--- config.mk ---
export PLATFORM = sky130hd
export DESIGN_NAME = blfs_front
export DESIGN_NICKNAME = d
export VERILOG_FILES = /design/src/hdl/blfs_pkg.sv /design/src/hdl/blfs_front.sv
export SDC_FILE = /design/constraint.sdc
export NUM_CORES = 1
export LEC_CHECK = 0
export BUFFER_PORTS_ARGS = -buffer_cell sky130_fd_sc_hd__buf_2
export CAP_MARGIN = 5
export CORE_ASPECT_RATIO = 1.4
export CORE_MARGIN = 2
export CORE_UTILIZATION = 48
export CTS_CLUSTER_DIAMETER = 60
export DETAILED_ROUTE_END_ITERATION = 10
export HOLD_SLACK_MARGIN = 0.06
export PLACE_DENSITY = 0.91
export RECOVER_POWER = 50
export SYNTH_ARGS = -nofsm -noshare
export SYNTH_HDL_FRONTEND = slang
export SYNTH_SLANG_ARGS = --single-unit
--- constraint.sdc ---
create_clock -name clk -period 3.2 [get_ports clk]
set_clock_uncertainty 0.15 [all_clocks]
set_input_delay 0.32 -clock clk [delete_from_list [all_inputs] [get_ports clk]]
set_output_delay 0.32 -clock clk [all_outputs]
set_load 0.005 [all_outputs]
--- src/hdl/blfs_pkg.sv ---
// ----------------------------------------------------------------------------
// blfs_pkg
// shared types and constants of the bit-plane led frame store
// ----------------------------------------------------------------------------
package blfs_pkg;

    localparam int LED_COUNT = 256;
    localparam int CHANNELS  = 32;

    localparam int WORD_W    = 32;
    localparam int BUF_WORDS = WORD_W * LED_COUNT;
    localparam int BUF_AW    = $clog2(BUF_WORDS);
    localparam int ADDR_W    = BUF_AW + 1;
    localparam int MEM_DEPTH = 2 * BUF_WORDS;

    localparam int QDEPTH = 2;
    localparam int QPTR_W = 1;

    typedef enum logic [1:0] {
        FUNC_WRITE = 2'd0,
        FUNC_READ  = 2'd1,
        FUNC_FLIP  = 2'd2,
        FUNC_NONE  = 2'd3
    } func_t;

    typedef enum logic [1:0] {
        FMT_RGB  = 2'd0,
        FMT_GRB  = 2'd1,
        FMT_GRBW = 2'd2,
        FMT_BAD  = 2'd3
    } fmt_t;

    typedef enum logic [1:0] {
        CMD_RESULT = 2'd0,
        CMD_WRITE  = 2'd1,
        CMD_READ   = 2'd2
    } cmd_kind_t;

    typedef struct packed {
        cmd_kind_t          kind;
        logic               ok;
        logic [ADDR_W-1:0]  base;
        logic [4:0]         ch;
        logic               grb;
        logic               grbw;
        logic [WORD_W-1:0]  val;
    } cmd_t;

    typedef struct packed {
        logic clearing;
    } back_status_t;

    typedef enum logic [2:0] {
        ST_CLEAR = 3'd0,
        ST_IDLE  = 3'd1,
        ST_RUN   = 3'd2,
        ST_DRAIN = 3'd3,
        ST_DONE  = 3'd4
    } back_state_t;

endpackage

--- src/hdl/blfs_front.sv ---
// ----------------------------------------------------------------------------
// blfs_front
// accepts items, holds the format register and buffer select, builds commands
// ----------------------------------------------------------------------------
module blfs_front (
    input  logic                    clk,
    input  logic                    rst_n,
    input  logic                    cfg_we,
    input  logic [63:0]             cfg_wdata,
    input  logic                    s_axis_tvalid,
    output logic                    s_axis_tready,
    // channel, led_index, red, green, blue, white, to_inactive, zero pad
    input  logic [47:0]             s_axis_tdata,
    // func
    input  logic [1:0]              s_axis_tuser,
    input  blfs_pkg::back_status_t  status,
    output logic                    push_valid,
    input  logic                    push_ready,
    output blfs_pkg::cmd_t          push_data
);
    import blfs_pkg::*;

    logic [63:0]       formats_reg;
    logic [63:0]       formats_next;
    logic              active_reg;
    logic              active_next;

    func_t             func;
    logic [4:0]        ch;
    logic [7:0]        led;
    logic [7:0]        red;
    logic [7:0]        green;
    logic [7:0]        blue;
    logic [7:0]        white;
    logic              to_inactive;
    fmt_t              fmt;
    logic              in_range;
    logic [BUF_AW-1:0] led_base;
    logic              buf_sel;
    logic              accept;

    assign func        = func_t'(s_axis_tuser);
    assign ch          = s_axis_tdata[4:0];
    assign led         = s_axis_tdata[12:5];
    assign red         = s_axis_tdata[20:13];
    assign green       = s_axis_tdata[28:21];
    assign blue        = s_axis_tdata[36:29];
    assign white       = s_axis_tdata[44:37];
    assign to_inactive = s_axis_tdata[45];

    assign push_valid    = s_axis_tvalid && !status.clearing;
    assign s_axis_tready = push_ready && !status.clearing;
    assign accept        = s_axis_tvalid && s_axis_tready;

    always_comb
    begin
        fmt      = fmt_t'(formats_reg[{ch, 1'b0} +: 2]);
        in_range = (32'(led) < LED_COUNT) && (32'(ch) < CHANNELS);
        if (fmt == FMT_GRBW)
        begin
            led_base = BUF_AW'({led, 5'b0});
        end
        else
        begin
            led_base = BUF_AW'({led, 4'b0}) + BUF_AW'({led, 3'b0});
        end
        buf_sel = (func == FUNC_WRITE) ? (active_reg ^ to_inactive) : active_reg;

        push_data.ch   = ch;
        push_data.grb  = (fmt != FMT_RGB);
        push_data.grbw = (fmt == FMT_GRBW);
        push_data.base = {buf_sel, led_base};
        push_data.ok   = 1'b0;
        push_data.kind = CMD_RESULT;
        unique case (fmt)
            FMT_RGB:  push_data.val = {red, green, blue, 8'h00};
            FMT_GRB:  push_data.val = {green, red, blue, 8'h00};
            FMT_GRBW: push_data.val = {green, red, blue, white};
            default:  push_data.val = '0;
        endcase

        active_next = active_reg;
        unique case (func)
            FUNC_WRITE:
            begin
                if (in_range && fmt != FMT_BAD)
                begin
                    push_data.kind = CMD_WRITE;
                    push_data.ok   = 1'b1;
                end
            end
            FUNC_READ:
            begin
                if (in_range && fmt != FMT_BAD)
                begin
                    push_data.kind = CMD_READ;
                    push_data.ok   = 1'b1;
                end
            end
            FUNC_FLIP:
            begin
                push_data.ok = 1'b1;
                if (accept)
                begin
                    active_next = ~active_reg;
                end
            end
            default:
            begin
                push_data.ok = 1'b0;
            end
        endcase

        formats_next = cfg_we ? cfg_wdata : formats_reg;
    end

    always_ff @(posedge clk or negedge rst_n)
    begin
        if (!rst_n)
        begin
            formats_reg <= '0;
            active_reg  <= 1'b0;
        end
        else
        begin
            formats_reg <= formats_next;
            active_reg  <= active_next;
        end
    end

endmodule

==> results.md <==
Worst setup path:
- The stage delay of the slowest cell on the critical path is 460 ps.
- The worst register-to-register path has a depth of 1.
- The endpoint identified for the worst register-to-register timing path is formats_reg[23].
- The critical path buffer and inverter count is 2.
- The critical path goes through mux4_2 > nor2_1 > o21bai_1 > a2111oi_1 > a31o_1 > buf_4 > a22o_1 > buf_2.
- The category of cells accounting for the largest share of critical-path delay is compound AO/OA/AOI/OAI gates.
- The register-to-register setup slack is 2250 ps.
- STA classifies the critical path startpoint as a register.
- The worst setup path is of the register to output pin kind.
- The standard cell with the maximum stage delay on the critical path is mux4_2.
- At the worst endpoint, the required time is 2730 ps.
- The maximum fanout along the worst path is 17.
- The worst register-to-register path begins at formats_reg[23].
- The critical path endpoint category is an output pin.
- The critical path arrival is 2650 ps.

Power and ir drop:
- The leakage power of the design is 2.57 nW.
- The ratio of total power to cell area is 530 nW/um^2.
- The worst voltage drop across the vdd grid is 0.411 mV.
- The final total power is 0.00276 W.

Floorplan:
- From bottom edge to top edge, the die measures 111 microns.
- The die is 80.8 microns wide.
- The number of placement rows is 39.
- The floorplan die area is 9000 sq um.
- The placeable core region is 8100 sq um.
- In this run the count of I/O pins placed on the die edge is 178.
- The initial utilization of the core area, before any placement, comes to 48.9%.

Route:
- The final layout contains routed wiring with a total length of 10500 microns.
- Using the TritonRoute via totals, the vias-per-cell ratio works out to 5.46.
- For this block, the via count after detailed routing is 3330.
- The number of DRC violations after detailed-routing iteration 0 is 113.
- The wire length per cell after detailed routing is 17.1 microns.
- The detailed-router iteration count before antenna repair is 4.
- The remaining number of nets flagged by the antenna check after routing is 0.
- For this run, design rule violations remaining after detail routing come to 0.

Cells and area:
- Across the whole layout, storage elements account for 1630 sq um.
- The fraction of final layout cells with drive strength greater than 1 is 56.1%.
- Once layout is done, the placed cells without fillers occupy 5190 sq um.
- The register with the most flip-flops in the layout has 64 of them.
- The post-layout instance count excluding filler cells is 610.
- The core occupancy in the finished layout is 64.1%.
- The combined area of the multi-input logic cells is 2100 sq um.
- After the last flow step, the layout net total stands at 632.
- The area growth from synthesis to layout is 31.2%.
- The number of fill cells is 616.

Clock tree:
- The clock transition at the registers of the reported paths is 60 ps.
- The clock passes through at most 2 buffers.
- At the later pin of the worst-skew pair, clock insertion delay measures 330 ps.
- Buffers inserted during clock tree synthesis total 9.
- The TritonCTS clock tree is yes.
- The H-tree level count is 3.
- The clock root buffer is clkbuf_16.
- For this design, the sink count on the clock tree is 65.

Synthesis:
- Among all flip-flop cells after synthesis, the most frequent one is dfrtp_1.
- For this run, the register share of the synthesized area comes to 41.1%.
- In this run the cell area of the synthesized design comes to 3960 sq um.
- Yosys attributes the largest share of cell area to dfrtp_1 41%, mux2_2 23%, a22o_1 3.5%, mux2i_1 3.0%, ha_1 2.8%.
- The top cell type by area accounts for 41.1% of the synthesized area.
- A synthesized cell averages 12.0 sq um.
- Yosys mapped a number of flops with a built-in enable equal to 0.
- The number of storage elements in the synthesis netlist is 65.
- Counting distinct cell types in the post-synthesis netlist gives 42.
- The share of flip-flops with an asynchronous set or reset after synthesis is 100%.
- The yosys synthesis warning count is 0.
- The most frequently used cell type in the post-synthesis netlist is mux2_2.
- The number of instances in the synthesized netlist is 329.
- By count the netlist is led by 82 x mux2_2, 65 x dfrtp_1, 19 x nor2_1, 16 x a22o_1, 15 x inv_1.
- The largest area contributor in the netlist is dfrtp_1.

GRT:
- The overall fraction of global-route tracks in use is 22.9%.
- The first global-routing pass estimated 15700 microns of wire.
- The maximum number of pins on one net before global-route repair is 37.
- The total global routing overflow is 0.
- The initial antenna violation count came to 2.
- The number of global-route vias before repair is 3422.

Placed design:
- The count of buffers added on input and output ports is 172.
- Routability-driven placement finished with a final weighted congestion of 0.871.
- The placed instances occupy a cell area of 4850 sq um.
- Summed over all nets, the half-perimeter wirelength after detailed placement is 7650 microns.
- The total placed cells including tap cells is 591.

Timing:
- The worst relative slew slack is -11.9%.
- The final cycle utilization of the critical path is 97.6%.
- The number of setup violations in the final report is 0.
- The final sum of negative setup slack is 0 ps.
- The maximum clock rate is 320 MHz.
- The hold violation count in the final report is 0.
- Subtracting the final worst setup slack from the clock period gives 3120 ps.
- The transition time at the pin with the least slew margin is 1680 ps.
- The final-report max-slew violation count is 31.

Min path:
- For hold timing, the worst endpoint is formats_reg[27].
- The worst hold path was traced through 2 stages.
- The startpoint identified for the worst hold timing path is cfg_wdata[27].
- The path class of the lowest-slack min-delay path is input port to register.

Run status:
- The run finished, with violations left.
- The checks that failed: capacitance limit, slew limit.

Flow run:
- Max-cap violations in this run came to 1.
-- per-stage QoR --
stage / setup WS, ps / hold WS, ps
after CTS: 5.35 / 66.3
after detailed placement: -35.4 / 249
after global routing: -34.3 / 63.6
after floorplan: 589 / -126
final: 77.2 / 69.2
after global placement: 50.7 / 234
-- report_power, final --
| part | internal, W | switching (W) |
|---|---|---|
| combinational | 0.000401 | 0.000341 |
| clock | 0.000681 | 0.000372 |
| sequential | 0.000910 | 0.0000503 |
| total | 0.00199 | 0.000763 |
-- worst max-delay path by stage --
stage	cells after the start	endpoint	startpoint	slack (ps)
2_1_floorplan	9	push_data[20]	s_axis_tdata[2]	590
3_3_place_gp	8	push_data[45]	s_axis_tdata[1]	50
3_5_place_dp	8	push_data[47]	s_axis_tdata[1]	-40
4_1_cts	9	push_data[31]	s_axis_tdata[2]	5
5_1_grt	8	push_data[31]	formats_reg[20]	-30
6_report	8	push_data[31]	formats_reg[16]	80
-- cells in the final DEF, fill, tap and decap left out, drive strengths merged, types with 2 or more instances in the layout --
master and n:
ha 9, mux4 6, nand2 5, a21oi 5, nor2b 11, dfrtp 65
xnor2 8, buf 175, and2 2, clkbuf 20, nor2 19, conb 3
xor2 4, a22o 16, o21bai 2, mux2i 12, a21o 4, nor3b 2
mux2 86, inv 16, o2111ai 2, a221oi 3, nor3 4, clkinvlp 2
diode 2, o22ai 7, bufinv 2
-- cell type report --
class | count | area share [%]
Sequential cell | 65 | 31.3
Clock buffer | 9 | 4.34
Multi-Input combinational cell | 224 | 40.5
Clock inverter | 6 | 1.78
Timing Repair Buffer | 187 | 18.5
Tap cell | 102 | 2.46
Antenna cell | 2 | 0.0963
Inverter | 15 | 1.08
-- metal layers --
| layer | vias to the layer above | wire length [microns] | track usage (%) |
|---|---|---|---|
| met5 | - | 0 | 0 |
| met4 | 0 | 267 | 9.94 |
| met3 | 27 | 679 | 5.43 |
| met2 | 156 | 5720 | 43.0 |
| met1 | 1618 | 3790 | 23.3 |
| li1 | 1529 | - | - |
-- logic make-up after synthesis --
group	Yosys count	synth area share (%)
AO/OA/AOI/OAI	48	9.39
XOR/XNOR	12	2.65
adder cells (fa/ha/maj)	10	3.35
buffers and inverters	43	6.83
flip-flops	65	41.1
multiplexers	103	30.7
other	1	0.0947
AND/OR/NAND/NOR	47	5.88
-- what timing repair did --
item / 4_1_cts / 5_1_grt
gates cloned: 0 / 1
endpoints found under the hold margin: 29 / 0
resized for setup: 1 / 4
hold buffers: 1 / 0
buffers inserted: 0 / 0
setup endpoints to repair: 8 / 22
Power figures use the tool's default switching activity.
