### src/hdl/blfs_pkg.sv
// ----------------------------------------------------------------------------
// blfs_pkg
// shared types and constants of the bit-plane led frame store
// ----------------------------------------------------------------------------
package blfs_pkg;

    localparam int LED_COUNT = 256;
    localparam int CHANNELS  = 32;

    localparam int WORD_W    = 32;
    localparam int BUF_WORDS = WORD_W * LED_COUNT;
    localparam int BUF_AW    = $clog2(BUF_WORDS);
    localparam int ADDR_W    = BUF_AW + 1;
    localparam int MEM_DEPTH = 2 * BUF_WORDS;

    localparam int QDEPTH = 2;
    localparam int QPTR_W = 1;

    typedef enum logic [1:0] {
        FUNC_WRITE = 2'd0,
        FUNC_READ  = 2'd1,
        FUNC_FLIP  = 2'd2,
        FUNC_NONE  = 2'd3
    } func_t;

    typedef enum logic [1:0] {
        FMT_RGB  = 2'd0,
        FMT_GRB  = 2'd1,
        FMT_GRBW = 2'd2,
        FMT_BAD  = 2'd3
    } fmt_t;

    typedef enum logic [1:0] {
        CMD_RESULT = 2'd0,
        CMD_WRITE  = 2'd1,
        CMD_READ   = 2'd2
    } cmd_kind_t;

    typedef struct packed {
        cmd_kind_t          kind;
        logic               ok;
        logic [ADDR_W-1:0]  base;
        logic [4:0]         ch;
        logic               grb;
        logic               grbw;
        logic [WORD_W-1:0]  val;
    } cmd_t;

    typedef struct packed {
        logic clearing;
    } back_status_t;

    typedef enum logic [2:0] {
        ST_CLEAR = 3'd0,
        ST_IDLE  = 3'd1,
        ST_RUN   = 3'd2,
        ST_DRAIN = 3'd3,
        ST_DONE  = 3'd4
    } back_state_t;

endpackage

### src/hdl/blfs_cmd_fifo.sv
// ----------------------------------------------------------------------------
// blfs_cmd_fifo
// short command queue between the front and the back
// ----------------------------------------------------------------------------
module blfs_cmd_fifo (
    input  logic            clk,
    input  logic            rst_n,
    input  logic            push_valid,
    output logic            push_ready,
    input  blfs_pkg::cmd_t  push_data,
    output logic            pop_valid,
    input  logic            pop_ready,
    output blfs_pkg::cmd_t  pop_data
);
    import blfs_pkg::*;

    cmd_t              entry_reg [QDEPTH];
    logic [QPTR_W-1:0] wr_ptr_reg;
    logic [QPTR_W-1:0] wr_ptr_next;
    logic [QPTR_W-1:0] rd_ptr_reg;
    logic [QPTR_W-1:0] rd_ptr_next;
    logic [QPTR_W:0]   count_reg;
    logic [QPTR_W:0]   count_next;
    logic              do_push;
    logic              do_pop;

    assign push_ready = (count_reg != (QPTR_W + 1)'(QDEPTH));
    assign pop_valid  = (count_reg != '0);
    assign pop_data   = entry_reg[rd_ptr_reg];
    assign do_push    = push_valid && push_ready;
    assign do_pop     = pop_valid && pop_ready;

    always_comb
    begin
        wr_ptr_next = do_push ? wr_ptr_reg + 1'b1 : wr_ptr_reg;
        rd_ptr_next = do_pop ? rd_ptr_reg + 1'b1 : rd_ptr_reg;
        count_next  = count_reg + (QPTR_W + 1)'(do_push) - (QPTR_W + 1)'(do_pop);
    end

    always_ff @(posedge clk)
    begin
        if (do_push)
        begin
            entry_reg[wr_ptr_reg] <= push_data;
        end
    end

    always_ff @(posedge clk or negedge rst_n)
    begin
        if (!rst_n)
        begin
            wr_ptr_reg <= '0;
            rd_ptr_reg <= '0;
            count_reg  <= '0;
        end
        else
        begin
            wr_ptr_reg <= wr_ptr_next;
            rd_ptr_reg <= rd_ptr_next;
            count_reg  <= count_next;
        end
    end

endmodule

### config.mk
export PLATFORM = sky130hd
export DESIGN_NAME = blfs_cmd_fifo
export DESIGN_NICKNAME = d
export VERILOG_FILES = /design/src/hdl/blfs_pkg.sv /design/src/hdl/blfs_cmd_fifo.sv
export SDC_FILE = /design/constraint.sdc
export NUM_CORES = 1
export LEC_CHECK = 0
export BUFFER_PORTS_ARGS = -buffer_cell sky130_fd_sc_hd__clkbuf_2
export CAP_MARGIN = 25
export CORE_UTILIZATION = 47
export DETAILED_ROUTE_END_ITERATION = 6
export MAX_ROUTING_LAYER = met4
export PLACE_DENSITY_LB_ADDON = 0.08
export SLEW_MARGIN = 5
export SYNTH_ARGS = -nofsm -noshare
export SYNTH_HDL_FRONTEND = slang
export SYNTH_SLANG_ARGS = --single-unit
### constraint.sdc
create_clock -name clk -period 3.3 [get_ports clk]
set_input_delay 0.33 -clock clk [delete_from_list [all_inputs] [get_ports clk]]
set_output_delay 0.33 -clock clk [all_outputs]
set_load 0.02 [all_outputs]
==> report_table.html, run 1 <==
<table>
<tr><th>Metric</th><th>Value</th></tr>
<tr><th colspan="2">Floorplanning</th></tr>
<tr><td>Core Footprint</td><td>8763 um2</td></tr>
<tr><td>FP Rows</td><td>34</td></tr>
<tr><td>Area of the die</td><td>9465 um2</td></tr>
<tr><td>Die outline height</td><td>97.29 um</td></tr>
<tr><td>Starting density of the core</td><td>48.70%</td></tr>
<tr><td>Number of I/O pins</td><td>118</td></tr>
<tr><td>Die width</td><td>97.29 um</td></tr>
<tr><th colspan="2">Layout</th></tr>
<tr><td>Signed area change from the synthesized netlist to the final layout</td><td>32.57%</td></tr>
<tr><td>Largest register FFs</td><td>112</td></tr>
<tr><td># diodes</td><td>0</td></tr>
<tr><td>Share of post-route cells with drive strength above 1</td><td>59.09%</td></tr>
<tr><td>Final #Nets</td><td>402</td></tr>
<tr><td>Post-route cell area</td><td>5658 um2</td></tr>
<tr><th colspan="2">Min path</th></tr>
<tr><td>Hold Crit Start</td><td>push_data[44]</td></tr>
<tr><td>Min-delay worst type</td><td>in -&gt; reg</td></tr>
<tr><td>Number of cells traversed by the worst hold path</td><td>1</td></tr>
<tr><td>Capture endpoint of the worst hold path</td><td>entry_reg[1][44]</td></tr>
<tr><th colspan="2">Power</th></tr>
<tr><td>NetSw</td><td>1.674 mW</td></tr>
<tr><td>Internal power</td><td>3.725 mW</td></tr>
<tr><td>Fraction of power spent switching nets</td><td>31.01%</td></tr>
<tr><td>Share of total power in the clock network</td><td>30.3%</td></tr>
<tr><td>Share of power burned in registers</td><td>40.1%</td></tr>
<tr><td>Maximum ir drop on the vdd rail</td><td>0.0004991 V</td></tr>
<tr><td>Leakage</td><td>2.181 nW</td></tr>
<tr><td>Part of the total power dissipated in combinational logic</td><td>29.6%</td></tr>
<tr><td>Pwr dens</td><td>954.3 nW/um2</td></tr>
<tr><th colspan="2">Worst setup path</th></tr>
<tr><td>Worst reg2reg path depth</td><td>3</td></tr>
<tr><td>Required arrival time at the worst endpoint</td><td>2.97 ns</td></tr>
<tr><td>Reg-to-reg startpoint</td><td>count_reg[0]</td></tr>
<tr><td>Biggest fanout along the worst timing path</td><td>31</td></tr>
<tr><td>Crit. End Element</td><td>primary output</td></tr>
<tr><td>Highest cell delay on the worst timing path</td><td>0.78 ns</td></tr>
<tr><td>Endpoint of the worst register-to-register path</td><td>entry_reg[1][36]</td></tr>
<tr><td>Worst Path Class, Setup</td><td>reg -&gt; out</td></tr>
<tr><td>FF-to-FF setup slack</td><td>1.48 ns</td></tr>
<tr><td>Arrival time at the worst endpoint</td><td>2.11 ns</td></tr>
<tr><td>Slowest cell on the critical path</td><td>sky130_fd_sc_hd__dfrtp_2</td></tr>
<tr><td>Cells along the critical path</td><td>buf_12 &gt; mux2_2 &gt; clkbuf_2</td></tr>
<tr><td>Type of origin of the critical path</td><td>register</td></tr>
<tr><th colspan="2">Yosys</th></tr>
<tr><td>Net Count, Synth</td><td>257</td></tr>
<tr><td>Top-area cell type share of the netlist area</td><td>78.80%</td></tr>
<tr><td>Synthesized area divided by synthesized cell count</td><td>21.77 um2</td></tr>
<tr><td>YS warnings</td><td>0</td></tr>
<tr><td>Combined area of all synthesized cells</td><td>4268 um2</td></tr>
<tr><td>Area leader, netlist</td><td>sky130_fd_sc_hd__edfxtp_1</td></tr>
<tr><td>Count of different cell masters after synthesis</td><td>18</td></tr>
<tr><td>Sequential element share of the synthesized area</td><td>81.15%</td></tr>
<tr><td>Register bit total from synthesis</td><td>116</td></tr>
<tr><td>Number of instances in the synthesized netlist</td><td>196</td></tr>
<tr><td>Cells taking the most area after synthesis</td><td>sky130_fd_sc_hd__edfxtp_1 79%, sky130_fd_sc_hd__mux2_2 15%, sky130_fd_sc_hd__dfrtp_1 2.3%</td></tr>
<tr><th colspan="2">Status</th></tr>
<tr><td>Outcome</td><td>finished, final reports clean</td></tr>
<tr><th colspan="2">Clock tree</th></tr>
<tr><td>Post-CTS setup repair buffer count</td><td>0</td></tr>
<tr><td>Clock latency on the worst-skew pair</td><td>0.49 ns</td></tr>
<tr><td>Num CTS Buffers</td><td>17</td></tr>
<tr><td>Root buffer cell</td><td>sky130_fd_sc_hd__clkbuf_8</td></tr>
<tr><td>Number of instances resized during post-cts repair</td><td>0</td></tr>
<tr><td>Clock-pin slew of the registers on the worst-case setup and hold paths</td><td>0.05 ns</td></tr>
<tr><td>Maximum level of the CTS H-tree</td><td>4</td></tr>
<tr><td>Clock Tree Buf Depth</td><td>2</td></tr>
<tr><td>CTS tree</td><td>yes</td></tr>
<tr><td>Clock Sinks</td><td>116</td></tr>
<tr><td>CTS Hold Bufs</td><td>11</td></tr>
<tr><th colspan="2">Placed design</th></tr>
<tr><td>Final weighted congestion in routability-driven placement</td><td>0.6937</td></tr>
<tr><td>Area after detailed placement</td><td>5004 um2</td></tr>
<tr><td>DP Wirelength</td><td>4.583 mm</td></tr>
<tr><td>Count of buffers inserted at the top-level ports</td><td>117</td></tr>
<tr><th colspan="2">Timing</th></tr>
<tr><td>Number of hold-slack violations in the final timing report</td><td>0</td></tr>
<tr><td>Setup tns final</td><td>0 ns</td></tr>
<tr><td>Fin Hold WS</td><td>0.02702 ns</td></tr>
<tr><td>Max-slew violation count</td><td>0</td></tr>
<tr><td>Relative slew slack</td><td>56.47%</td></tr>
<tr><td>Period utilization</td><td>73.84%</td></tr>
<tr><td>Worst-margin pin slew</td><td>0.6529 ns</td></tr>
<tr><td>RSZ-0062 raised after global routing</td><td>false</td></tr>
<tr><td>Worst clock skew</td><td>0.006704 ns</td></tr>
<tr><td>Final setup violation count</td><td>0</td></tr>
<tr><td>Timing-limited maximum frequency</td><td>0.4104 GHz</td></tr>
<tr><td>Final worst path period need</td><td>2.437 ns</td></tr>
<tr><th colspan="2">Detailed routing</th></tr>
<tr><td>Number of violations reported at the end of detailed-routing iteration 0</td><td>84</td></tr>
<tr><td>Post-detailed-route DRC marker count</td><td>0</td></tr>
<tr><td>Total via count in the routed design</td><td>2287</td></tr>
<tr><td>Antenna Violating Nets Remaining</td><td>0</td></tr>
<tr><td>First-pass DRT Iterations</td><td>4</td></tr>
<tr><td>Vias per std cell</td><td>4.972</td></tr>
<tr><td>Wire length per cell after detailed routing</td><td>15.80 um</td></tr>
<tr><td>Wire length after detailed routing</td><td>7.266 mm</td></tr>
<tr><th colspan="2">Run</th></tr>
<tr><td>Max-cap violations</td><td>0</td></tr>
<tr><th colspan="2">GRT</th></tr>
<tr><td>Largest net degree at the start of global routing</td><td>50</td></tr>
<tr><td>Global-route usage over all layers</td><td>16.92%</td></tr>
<tr><td>Antenna violations before repair</td><td>0</td></tr>
<tr><td>Vias in the first global route</td><td>2360</td></tr>
<tr><td>Wire length of the first global-routing pass</td><td>11.61 mm</td></tr>
<tr><td>Overflow left after global routing</td><td>0</td></tr>
</table>
==> stage by stage <==
step / std cells / total power [mW] / util [%] / setup slack [ns]
2_1_floorplan: 196 / 3.295 / - / 0.6089
3_3_place_gp: 418 / 3.797 / 57.10 / 1.332
3_5_place_dp: 418 / 3.809 / 57.10 / 1.339
4_1_cts: 459 / 5.467 / 64.45 / 0.8029
5_1_grt: 460 / 5.662 / 64.56 / 0.7469
6_report: 460 / 5.400 / 64.56 / 0.8634
==> synth_stat cells <==
cell type                  count
sky130_fd_sc_hd__a32oi_1       1
sky130_fd_sc_hd__nor2b_1       1
sky130_fd_sc_hd__edfxtp_1    112
sky130_fd_sc_hd__a211oi_1      1
sky130_fd_sc_hd__xnor2_1       3
sky130_fd_sc_hd__nor2_1        3
sky130_fd_sc_hd__a21bo_1       1
sky130_fd_sc_hd__mux2_2       56
sky130_fd_sc_hd__dfrtp_1       4
sky130_fd_sc_hd__buf_6         4
sky130_fd_sc_hd__ha_1          1
sky130_fd_sc_hd__and3_1        1
sky130_fd_sc_hd__buf_2         2
sky130_fd_sc_hd__o21ai_0       1
sky130_fd_sc_hd__nand2b_1      1
sky130_fd_sc_hd__nand2_1       2
sky130_fd_sc_hd__nand3_1       1
sky130_fd_sc_hd__or2_2         1
==> cell type report <==
cell class                 instances  area, um2
multi-input combinational         74      758.2
clock buffer                      18      417.9
clock inverter                    12      116.4
fill                             645       3105
sequential                       116       3465
timing repair buffer             132      765.7
tap                              108      135.1
==> worst max-delay path: cells and delay by family, from the launching register on <==
family | cells | cell delay [ns]
flip-flops | 1 | 0.78
buffers and inverters | 2 | 0.45
multiplexers | 1 | 0.37
==> logic make-up (layout without fill, tap and decap cells) <==
| kind of cell | count (synthesis) | in the layout | synth area share (%) |
|---|---|---|---|
| xor gates and xnor gates | 3 | 3 | 0.6158 |
| adders and majority gates | 1 | 1 | 0.2931 |
| buffers and inverters | 6 | 162 | 1.290 |
| AOI/OAI and AO/OA | 4 | 4 | 0.7329 |
| and+or+nand+nor | 10 | 10 | 1.144 |
| muxes | 56 | 56 | 14.78 |
| DFF | 116 | 116 | 81.15 |
==> worst max path at each step <==
stage / start / end / slack, ns / cells after the start
final: rd_ptr_reg / pop_data[39] / 0.86 / 3
after detailed placement: rd_ptr_reg / pop_data[39] / 1.34 / 3
after CTS: rd_ptr_reg / pop_data[11] / 0.80 / 3
after global routing: rd_ptr_reg / pop_data[11] / 0.75 / 3
after global placement: rd_ptr_reg / pop_data[39] / 1.33 / 3
after floorplan: count_reg[0] / entry_reg[0][0] / 0.61 / 3
==> power groups by stage <==
stage	Combinational [mW]	Sequential (mW)	Clock [mW]
5_1_grt	1.72	2.21	1.74
6_report	1.60	2.16	1.63
2_1_floorplan	1.17	2.12	0
4_1_cts	1.63	2.17	1.67
3_5_place_dp	1.61	2.20	0
3_3_place_gp	1.61	2.19	0
==> per-layer routing <==
layer,global-route usage (%),wire [um]
met2,25.19,3638
met4,7.127,57
met5,-,0
met1,21.34,3169
met3,5.755,401
==> placed cells by master (no fill, tap or decap), types with 2 or more instances in the layout <==
cell type / netlist / routed
sky130_fd_sc_hd__bufinv_16: 0 / 2
sky130_fd_sc_hd__clkinv_2: 0 / 6
sky130_fd_sc_hd__nor2_1: 3 / 2
sky130_fd_sc_hd__xnor2_1: 3 / 3
sky130_fd_sc_hd__clkbuf_16: 0 / 16
sky130_fd_sc_hd__buf_12: 0 / 3
sky130_fd_sc_hd__clkbuf_2: 0 / 117
sky130_fd_sc_hd__dfrtp_1: 4 / 3
sky130_fd_sc_hd__clkinvlp_4: 0 / 3
sky130_fd_sc_hd__dlygate4sd3_1: 0 / 12
sky130_fd_sc_hd__nand2_1: 2 / 2
sky130_fd_sc_hd__edfxtp_1: 112 / 112
sky130_fd_sc_hd__mux2_2: 56 / 56
Note: power is estimated with default switching activity, not from simulation.
==> inputs of run 2 (changes only) <==
--- a/config.mk
+++ b/config.mk
@@ -5,6 +5,7 @@
 export SDC_FILE = /design/constraint.sdc
 export NUM_CORES = 1
 export LEC_CHECK = 0
+export ABC_AREA = 1
 export BUFFER_PORTS_ARGS = -buffer_cell sky130_fd_sc_hd__clkbuf_2
 export CAP_MARGIN = 25
 export CORE_UTILIZATION = 47
==> constraint.sdc (replaced) <==
create_clock -name clk -period 2.15 [get_ports clk]
set_input_delay 0.215 -clock clk [delete_from_list [all_inputs] [get_ports clk]]
set_output_delay 0.215 -clock clk [all_outputs]
set_load 0.02 [all_outputs]
==> run 2 against run 1 <==
  * The run now ends with DRC left
  * Hold slack better by 0.036 ns
  * Die area is 0.98% higher
  * Sequential cell count stayed put
  * Worst setup slack worse by 0.59 ns
  * Synthesized area is 1.0% higher
  * Global-route usage is 2.2 points higher
  * Synthesized cell count is 65% higher
  * Critical path type unchanged
  * Largest cell class unchanged
  * Highest routed layer unchanged
==> report_table.html, run 2 <==
<table>
<tr><th>Metric</th><th>Value</th></tr>
<tr><th colspan="2">Yosys</th></tr>
<tr><td>Ys flop type</td><td>sky130_fd_sc_hd__edfxtp_1</td></tr>
<tr><td>Proportion of register bits with asynchronous set or reset after synthesis</td><td>3.448% (unchanged)</td></tr>
<tr><td>Top-area cell type share of the netlist area</td><td>78.03% (-0.78 points)</td></tr>
<tr><td>Count of different cell masters after synthesis</td><td>15 (-3)</td></tr>
<tr><td>YS warnings</td><td>0 (unchanged)</td></tr>
<tr><td>Combined area of all synthesized cells</td><td>4310 um2 (+1.0%)</td></tr>
<tr><td>Register bit total from synthesis</td><td>116 (unchanged)</td></tr>
<tr><td>Area leader, netlist</td><td>sky130_fd_sc_hd__edfxtp_1</td></tr>
<tr><td>Sequential element share of the synthesized area</td><td>80.35% (-0.80 points)</td></tr>
<tr><td>Number of enable-type register cells in the synthesized netlist</td><td>112 (unchanged)</td></tr>
<tr><td>Cell types with the highest counts after synthesis</td><td>177 x sky130_fd_sc_hd__nand2_1, 112 x sky130_fd_sc_hd__edfxtp_1, 7 x sky130_fd_sc_hd__inv_1</td></tr>
<tr><td>Synthesized area divided by synthesized cell count</td><td>13.30 um2 (-39%)</td></tr>
<tr><td>Cells taking the most area after synthesis</td><td>sky130_fd_sc_hd__edfxtp_1 78%, sky130_fd_sc_hd__nand2_1 15%, sky130_fd_sc_hd__dfrtp_1 2.3%</td></tr>
<tr><td>Cell with the most instances after synthesis</td><td>sky130_fd_sc_hd__nand2_1</td></tr>
<tr><td>Number of instances in the synthesized netlist</td><td>324 (+65%)</td></tr>
<tr><td>Net Count, Synth</td><td>385 (+50%)</td></tr>
<tr><th colspan="2">GRT</th></tr>
<tr><td>Largest net degree at the start of global routing</td><td>39 (-22%)</td></tr>
<tr><td>Vias in the first global route</td><td>2848 (+21%)</td></tr>
<tr><td>Overflow left after global routing</td><td>0 (unchanged)</td></tr>
<tr><td>Global-route usage over all layers</td><td>19.12% (+2.2 points)</td></tr>
<tr><td>Wire length of the first global-routing pass</td><td>13.26 mm (+14%)</td></tr>
<tr><td>Antenna violations before repair</td><td>0 (unchanged)</td></tr>
<tr><th colspan="2">Timing</th></tr>
<tr><td>Max-slew violation count</td><td>0 (unchanged)</td></tr>
<tr><td>Final worst path period need</td><td>1.880 ns</td></tr>
<tr><td>Final setup violation count</td><td>0 (unchanged)</td></tr>
<tr><td>Timing-limited maximum frequency</td><td>0.5320 GHz</td></tr>
<tr><td>Worst clock skew</td><td>0.007040 ns (+0.0003362 ns)</td></tr>
<tr><td>Setup tns final</td><td>0 ns (unchanged)</td></tr>
<tr><td>Period utilization</td><td>87.43%</td></tr>
<tr><td>RSZ-0062 raised after global routing</td><td>false</td></tr>
<tr><td>Number of hold-slack violations in the final timing report</td><td>0 (unchanged)</td></tr>
<tr><td>Fin Hold WS</td><td>0.06269 ns (+0.03567 ns)</td></tr>
<tr><td>Worst-margin pin slew</td><td>0.3903 ns (-0.2626 ns)</td></tr>
<tr><td>Relative slew slack</td><td>73.98% (+18 points)</td></tr>
<tr><th colspan="2">Layout</th></tr>
<tr><td>Fillers</td><td>601 (-6.8%)</td></tr>
<tr><td>Most common cell after layout, fill and taps aside</td><td>sky130_fd_sc_hd__nand2_1</td></tr>
<tr><td>Final #Nets</td><td>575 (+43%)</td></tr>
<tr><td>Largest register FFs</td><td>112 (unchanged)</td></tr>
<tr><td>Commonest non-fill, non-tap cells in the layout</td><td>177 x sky130_fd_sc_hd__nand2_1, 117 x sky130_fd_sc_hd__clkbuf_2, 112 x sky130_fd_sc_hd__edfxtp_1</td></tr>
<tr><td>Register Area</td><td>3465 um2 (unchanged)</td></tr>
<tr><td>Final Non-Filler Cells</td><td>635 (+38%)</td></tr>
<tr><td># diodes</td><td>0 (unchanged)</td></tr>
<tr><td>Total area of multi-input combinational cells</td><td>739.5 um2 (-2.5%)</td></tr>
<tr><td>Post-route cell area</td><td>6248 um2 (+10%)</td></tr>
<tr><td>Share of post-route cells with drive strength above 1</td><td>30.17% (-29 points)</td></tr>
<tr><td>Signed area change from the synthesized netlist to the final layout</td><td>44.96%</td></tr>
<tr><th colspan="2">Worst setup path</th></tr>
<tr><td>FF-to-FF setup slack</td><td>0.47 ns (-1.01 ns)</td></tr>
<tr><td>Arrival time at the worst endpoint</td><td>1.66 ns (-0.45 ns)</td></tr>
<tr><td>Required arrival time at the worst endpoint</td><td>1.93 ns (-1.04 ns)</td></tr>
<tr><td>Crit. End Element</td><td>primary output</td></tr>
<tr><td>Biggest fanout along the worst timing path</td><td>31 (unchanged)</td></tr>
<tr><td>Type of origin of the critical path</td><td>register</td></tr>
<tr><td>Worst Path Class, Setup</td><td>reg -&gt; out</td></tr>
<tr><td>Endpoint of the worst register-to-register path</td><td>entry_reg[1][45]</td></tr>
<tr><td>Worst reg2reg path depth</td><td>4 (+1)</td></tr>
<tr><td>Reg-to-reg startpoint</td><td>count_reg[1]</td></tr>
<tr><th colspan="2">Detailed routing</th></tr>
<tr><td>Wire length after detailed routing</td><td>8.304 mm (+14%)</td></tr>
<tr><td>Vias per std cell</td><td>4.589 (-7.7%)</td></tr>
<tr><td>Post-detailed-route DRC marker count</td><td>15 (+15)</td></tr>
<tr><td>First-pass DRT Iterations</td><td>7 (+3)</td></tr>
<tr><td>Number of violations reported at the end of detailed-routing iteration 0</td><td>202 (+140%)</td></tr>
<tr><td>Total via count in the routed design</td><td>2914 (+27%)</td></tr>
<tr><td>Wire length per cell after detailed routing</td><td>13.08 um (-17%)</td></tr>
<tr><td>Antenna Violating Nets Remaining</td><td>0 (unchanged)</td></tr>
<tr><th colspan="2">Status</th></tr>
<tr><td>Failing checks</td><td>DRC</td></tr>
<tr><td>Outcome</td><td>finished, violations left</td></tr>
<tr><th colspan="2">Clock tree</th></tr>
<tr><td>Root buffer cell</td><td>sky130_fd_sc_hd__clkbuf_8</td></tr>
<tr><td>Num CTS Buffers</td><td>17 (unchanged)</td></tr>
<tr><td>Clock Tree Buf Depth</td><td>2 (unchanged)</td></tr>
<tr><td>CTS tree</td><td>yes</td></tr>
<tr><td>Clock Sinks</td><td>116 (unchanged)</td></tr>
<tr><td>Maximum level of the CTS H-tree</td><td>4 (unchanged)</td></tr>
<tr><td>Post-CTS setup repair buffer count</td><td>0 (unchanged)</td></tr>
<tr><td>Clock latency on the worst-skew pair</td><td>0.50 ns (about the same)</td></tr>
<tr><td>Clock-pin slew of the registers on the worst-case setup and hold paths</td><td>0.05 ns (about the same)</td></tr>
<tr><th colspan="2">Power</th></tr>
<tr><td>Pwr dens</td><td>1456 nW/um2 (+53%)</td></tr>
<tr><td>Leakage</td><td>2.752 nW (+26%)</td></tr>
<tr><td>Tot Pwr</td><td>9.097 mW (+68%)</td></tr>
<tr><td>Maximum ir drop on the vdd rail</td><td>0.0008416 V (+69%)</td></tr>
<tr><th colspan="2">Floorplanning</th></tr>
<tr><td>Area of the die</td><td>9558 um2 (+0.98%)</td></tr>
<tr><td>Number of I/O pins</td><td>118 (unchanged)</td></tr>
<tr><td>Core Footprint</td><td>8806 um2 (+0.49%)</td></tr>
<tr><td>Die width</td><td>97.77 um (+0.49%)</td></tr>
<tr><td>Die outline height</td><td>97.77 um (+0.49%)</td></tr>
<tr><td>Starting density of the core</td><td>48.95% (+0.25 points)</td></tr>
<tr><td>FP Rows</td><td>34 (unchanged)</td></tr>
<tr><th colspan="2">Placed design</th></tr>
<tr><td>Final weighted congestion in routability-driven placement</td><td>0.7722 (+11%)</td></tr>
<tr><td>Count of buffers inserted at the top-level ports</td><td>117 (unchanged)</td></tr>
<tr><td>DP Wirelength</td><td>5.079 mm (+11%)</td></tr>
<tr><td>Area after detailed placement</td><td>5040 um2 (+0.73%)</td></tr>
<tr><td>Cell Count Post-Placement</td><td>545 (+30%)</td></tr>
<tr><th colspan="2">Run</th></tr>
<tr><td>Max-cap violations</td><td>0 (unchanged)</td></tr>
<tr><th colspan="2">Min path</th></tr>
<tr><td>Min-delay worst type</td><td>in -&gt; async</td></tr>
</table>
## run 2: how the worst max path moves through the flow
stage               cells past startpoint  slack (ns)          from          endpoint
CTS                                     5        0.24    rd_ptr_reg      pop_data[26]
detailed placement                      4        0.46  count_reg[1]  entry_reg[1][39]
global route                            5        0.13    rd_ptr_reg      pop_data[10]
global placement                        4        0.51  count_reg[1]  entry_reg[1][47]
floorplan                               3       -0.55  count_reg[1]   entry_reg[1][0]
finish                                  5        0.27    rd_ptr_reg      pop_data[10]
## run 2: logic make-up after synthesis
group / after synthesis / share of synthesized area [%]
compound gates: 2 / 0.2320
xor+xnor: 1 / 0.2032
buf+inv: 20 / 2.845
flops: 116 / 80.35
fa+ha+maj: 1 / 0.2902
simple gates: 184 / 16.08
## run 2: worst max-delay path, stage by stage (launching register included)
cell and delay, ns:
sky130_fd_sc_hd__dfrtp_2 0.41, sky130_fd_sc_hd__inv_2 0.06, sky130_fd_sc_hd__buf_4 0.32, sky130_fd_sc_hd__nand2_1 0.08
sky130_fd_sc_hd__nand2_1 0.11, sky130_fd_sc_hd__clkbuf_2 0.19
## run 2: repair_timing
item,4_1_cts,5_1_grt
gates resized for setup,0,0
endpoints found under the hold margin,117,0
hold buffers,58,0
## run 2: stage by stage
step,utilization (%),setup WS [ns]
2_1_floorplan,-,-0.5492
3_3_place_gp,57.23,0.5086
3_5_place_dp,57.23,0.4606
4_1_cts,70.96,0.2374
5_1_grt,70.96,0.1334
6_report,70.96,0.2703
## run 2: power breakdown
part / switching (mW) / internal (mW) / leakage, nW
Sequential: 0.137 / 3.09 / 1.09
Combinational: 2.07 / 0.888 / 1.36
Clock: 0.928 / 1.99 / 0.302
Total: 3.13 / 5.96 / 2.75
## run 2: final cells by class
cell class                      instances  area share (%)
Clock inverter                         14           3.364
Sequential cell                       116           55.45
Clock buffer                           18           6.688
Timing Repair Buffer                  183           20.02
Tap cell                              108           2.163
Inverter                                8          0.4806
Multi-Input combinational cell        188           11.83
## run 2: layer usage
layer	share of wire (%)	GRT usage, %
met1	44	23.24
met2	49	30.55
met3	5.5	4.366
met4	1.6	8.974
met5	0	-
